===== src/rtl/ket_ram.sv =====
// Generic single-port-write, single-port-read RAM with a registered read.
// No dependencies.
module ket_ram #(
  parameter int unsigned Width = 8,
  parameter int unsigned Depth = 16
) (
  input  logic                     clk_i,
  input  logic                     we_i,
  input  logic [$clog2(Depth)-1:0] waddr_i,
  input  logic [Width-1:0]         wdata_i,
  input  logic [$clog2(Depth)-1:0] raddr_i,
  output logic [Width-1:0]         rdata_o
);

  logic [Width-1:0] mem_q [Depth];

  always_ff @(posedge clk_i) begin
    if (we_i) begin
      mem_q[waddr_i] <= wdata_i;
    end
    rdata_o <= mem_q[raddr_i];
  end

endmodule


===== config.mk =====
export PLATFORM = sky130hd
export DESIGN_NAME = ket_ram
export DESIGN_NICKNAME = d
export VERILOG_FILES = /design/src/rtl/ket_ram.sv
export SDC_FILE = /design/constraint.sdc
export NUM_CORES = 1
export LEC_CHECK = 0
export BUFFER_PORTS_ARGS = -buffer_cell sky130_fd_sc_hd__buf_2
export CAP_MARGIN = 10
export CORE_ASPECT_RATIO = 0.9
export CORE_MARGIN = 2
export CORE_UTILIZATION = 55
export DETAILED_ROUTE_END_ITERATION = 10
export PLACE_DENSITY = 0.71
export SLEW_MARGIN = 40
export SYNTH_ARGS = -nofsm -noshare
export SYNTH_HDL_FRONTEND = slang
export SYNTH_SLANG_ARGS = --single-unit

===== constraint.sdc =====
create_clock -name clk_i -period 2.45 [get_ports clk_i]
set_input_delay 0.49 -clock clk_i [delete_from_list [all_inputs] [get_ports clk_i]]
set_output_delay 0.49 -clock clk_i [all_outputs]
set_load 0.02 [all_outputs]

==> results.yml <==
clock_network:
  cts_root_buf: "sky130_fd_sc_hd__clkbuf_8"
  post_cts_resized: 0
  worst_setup_hold_path_clk_slew_ns: 0.06
  insertion_delay_to_the_later_sink_of_the_worst_skew_pair_ns: 0.51
  number_of_buffers_on_the_longest_clock_path: 2
  tritoncts: "built"
  inserted_clock_buffers: 17
  tritoncts_num_sinks: 136
  cts_post_setup_buffers_inserted: 0
  cts_h_tree_depth: 4
  postCtsHoldBufs: 0
drt:
  detail_route.wirelength_um: 10300
  routed-via-count: 2515
  topRoutingLayerUsed: "met4"
  met1Wirelength_um: 4460
  detail_route.vias_per_cell: 5.99
  met3_wl_post_dr_um: 700
  drt_pass1_iterations: 4
  drt_drc_violations_left: 0
  met2_length_um: 4970
  detail-route-antenna-nets: 0
  drt-wirelength-per-cell_um: 24.6
  drtIter0Drc: 254
pwr:
  power_per_cell_area_nw_per_um2: 886
  power.leakage_nw: 2.11
  ir_drop_v: 0.000655
timing:
  final-hold-violation-count: 0
  maxSlewViolCount: 0
  fin_worst_skew_ns: 0.00661
  final_period_minus_worst_setup_slack_ns: 1.66
  timing.final.ws_setup_ns: 0.793
  tightestPinTransition_ns: 0.686
  setup_tns_ns: 0
  achievable-frequency_ghz: 0.604
  finalSetupViolations: 0
  timing.max_slew.rel_slack_pct: 54.1
  period_share_pct: 67.6
  rsz0062_at_grt: "false"
synth:
  ys_async_sr_fraction_pct: 0
  synth.ff_latch_count: 136
  syn_area_per_cell_sq_um: 22.5
  synth_top_flop_cell: "sky130_fd_sc_hd__edfxtp_1"
  postSynthNetCount: 247
  synth_largest_type_area_fraction_pct: 74.7
  synth_seq_area_share_pct: 77.8
  most_area_consuming_cells_after_synthesis: "sky130_fd_sc_hd__edfxtp_1 75%, sky130_fd_sc_hd__mux4_2 7.9%, sky130_fd_sc_hd__mux4_1 7.1%"
  synthCells: 229
  synth_top_cells_by_count: "128 x sky130_fd_sc_hd__edfxtp_1, 18 x sky130_fd_sc_hd__mux4_2, 16 x sky130_fd_sc_hd__a22oi_1, 14 x sky130_fd_sc_hd__mux4_1, 13 x sky130_fd_sc_hd__nor2_1"
  post-synth-top-count-cell: "sky130_fd_sc_hd__edfxtp_1"
  synthDistinctLibCells: 19
  mappedNetlistArea_sq_um: 5150
  edff_count_synth: 128
  ys.warnings.count: 0
  synthDominantAreaCellType: "sky130_fd_sc_hd__edfxtp_1"
cells_and_area:
  layout-drive-gt1-share_pct: 31.5
  design.final.nets: 303
  antenna-diode-count: 0
  area_growth_pct: 19.3
  fillCellCount: 578
floorplanning:
  core_area_sq_um: 9130
  num_io_pins: 26
  initial_utilization_pct: 56.4
  die_height_um: 95.8
  fp-row-count: 33
  die-width_um: 106
  dieArea_sq_um: 10100
global_routing:
  grt_pass1_vias: 2462
  maximum_number_of_pins_on_one_net_before_global_route_repair: 33
  wire_length_of_the_first_global_routing_pass_um: 15300
  grtUsageTotal_pct: 22.3
  antenna_violations_before_repair: 0
  global_route.overflow_total: 0
critical_path:
  setup.worst_path.end_class: "flip-flop"
  cp_data_arrival_time_ns: 2.05
  crit_path_max_fanout: 14
  timing.critical_path.required_ns: 2.84
  start_kind: "input port"
  path_class: "in2reg"
  r2r_cells: 3
place:
  setup_slack_at_placement_ns: 0.249
  io_buffer_count: 25
  detailed_place_hpwl_um: 6190
  global_placement_routability_congestion: 0.741
min_path:
  worstHoldPathCells: 1
  min-delay-path-class: "in2reg"
job:
  cap_violations: 0
run_status:
  outcome: "finished, final reports clean"
-- layout make-up --
cell class              instances  area, sq um  share of cell area [%]
multi-input cells              83         1060                    17.2
clock inverters                14          181                    2.95
flip-flops and latches        136         4000                    65.2
well taps                     122          153                    2.49
clock buffers                  18          418                    6.81
repair buffers                 47          328                    5.34
-- cells in the final DEF (no fill, tap or decap), types with 3 or more instances in the layout --
master / n
sky130_fd_sc_hd__bufinv_16: 4
sky130_fd_sc_hd__clkinv_1: 3
sky130_fd_sc_hd__clkbuf_16: 16
sky130_fd_sc_hd__clkinvlp_4: 3
sky130_fd_sc_hd__a22oi_1: 16
sky130_fd_sc_hd__edfxtp_1: 128
sky130_fd_sc_hd__nor2_1: 13
sky130_fd_sc_hd__mux4_1: 14
sky130_fd_sc_hd__buf_2: 25
sky130_fd_sc_hd__nor3_1: 4
sky130_fd_sc_hd__buf_12: 3
sky130_fd_sc_hd__dfxtp_1: 8
sky130_fd_sc_hd__mux4_2: 18
sky130_fd_sc_hd__nand2_1: 9
sky130_fd_sc_hd__buf_4: 19
-- worst max-delay path: stages --
cell	delay, ns
sky130_fd_sc_hd__buf_2	0.42
sky130_fd_sc_hd__buf_12	0.21
sky130_fd_sc_hd__mux4_1	0.60
sky130_fd_sc_hd__a22oi_1	0.22
sky130_fd_sc_hd__nand2_1	0.09
-- registers in the layout, indices dropped and copies added (netlist names) --
register / cells
mem_q: 128
rdata_o: 8
-- cells by family (layout without fill, tap and decap cells) --
group           Yosys count  in the layout  share of synthesized area, %
compound gates           16             16                          2.33
buf+inv                  10             79                          1.68
flops                   136            136                          77.8
mux                      32             32                          15.0
simple gates             35             35                          3.18
-- where the power goes --
group / internal [mW] / switching [mW]
Sequential: 2.60 / 0.0145
Combinational: 0.110 / 0.160
Clock: 1.64 / 0.914
Total: 4.35 / 1.09
-- worst paths after layout --
check | slack, ns | endpoint | startpoint
max | 0.79 | rdata_o[3] | raddr_i[0]
min | 0.37 | mem_q[1][0] | wdata_i[0]
max reg2reg | 0.98 | rdata_o[6] | mem_q[9][6]
min reg2reg | 0.69 | rdata_o[1] | mem_q[8][1]
-- stage by stage --
step / util [%] / power (mW) / hold WS, ns / std cells / instance area, sq um
floorplan: - / 2.81 / 0.589 / 229 / 5150
global placement: 60.7 / 2.93 / 0.663 / 388 / 5540
detailed placement: 60.7 / 2.94 / 0.672 / 388 / 5540
CTS: 67.3 / 5.48 / 0.360 / 420 / 6140
global route: 67.3 / 5.59 / 0.364 / 420 / 6140
finish: 67.3 / 5.44 / 0.372 / 420 / 6140
-- layer usage --
layer	vias to the layer above	global-route usage, %
li1	1087	-
met1	1301	31.7
met2	114	34.1
met3	13	5.75
met4	0	8.55
met5	-	0
No activity file was read; power rests on OpenSTA's default activity.
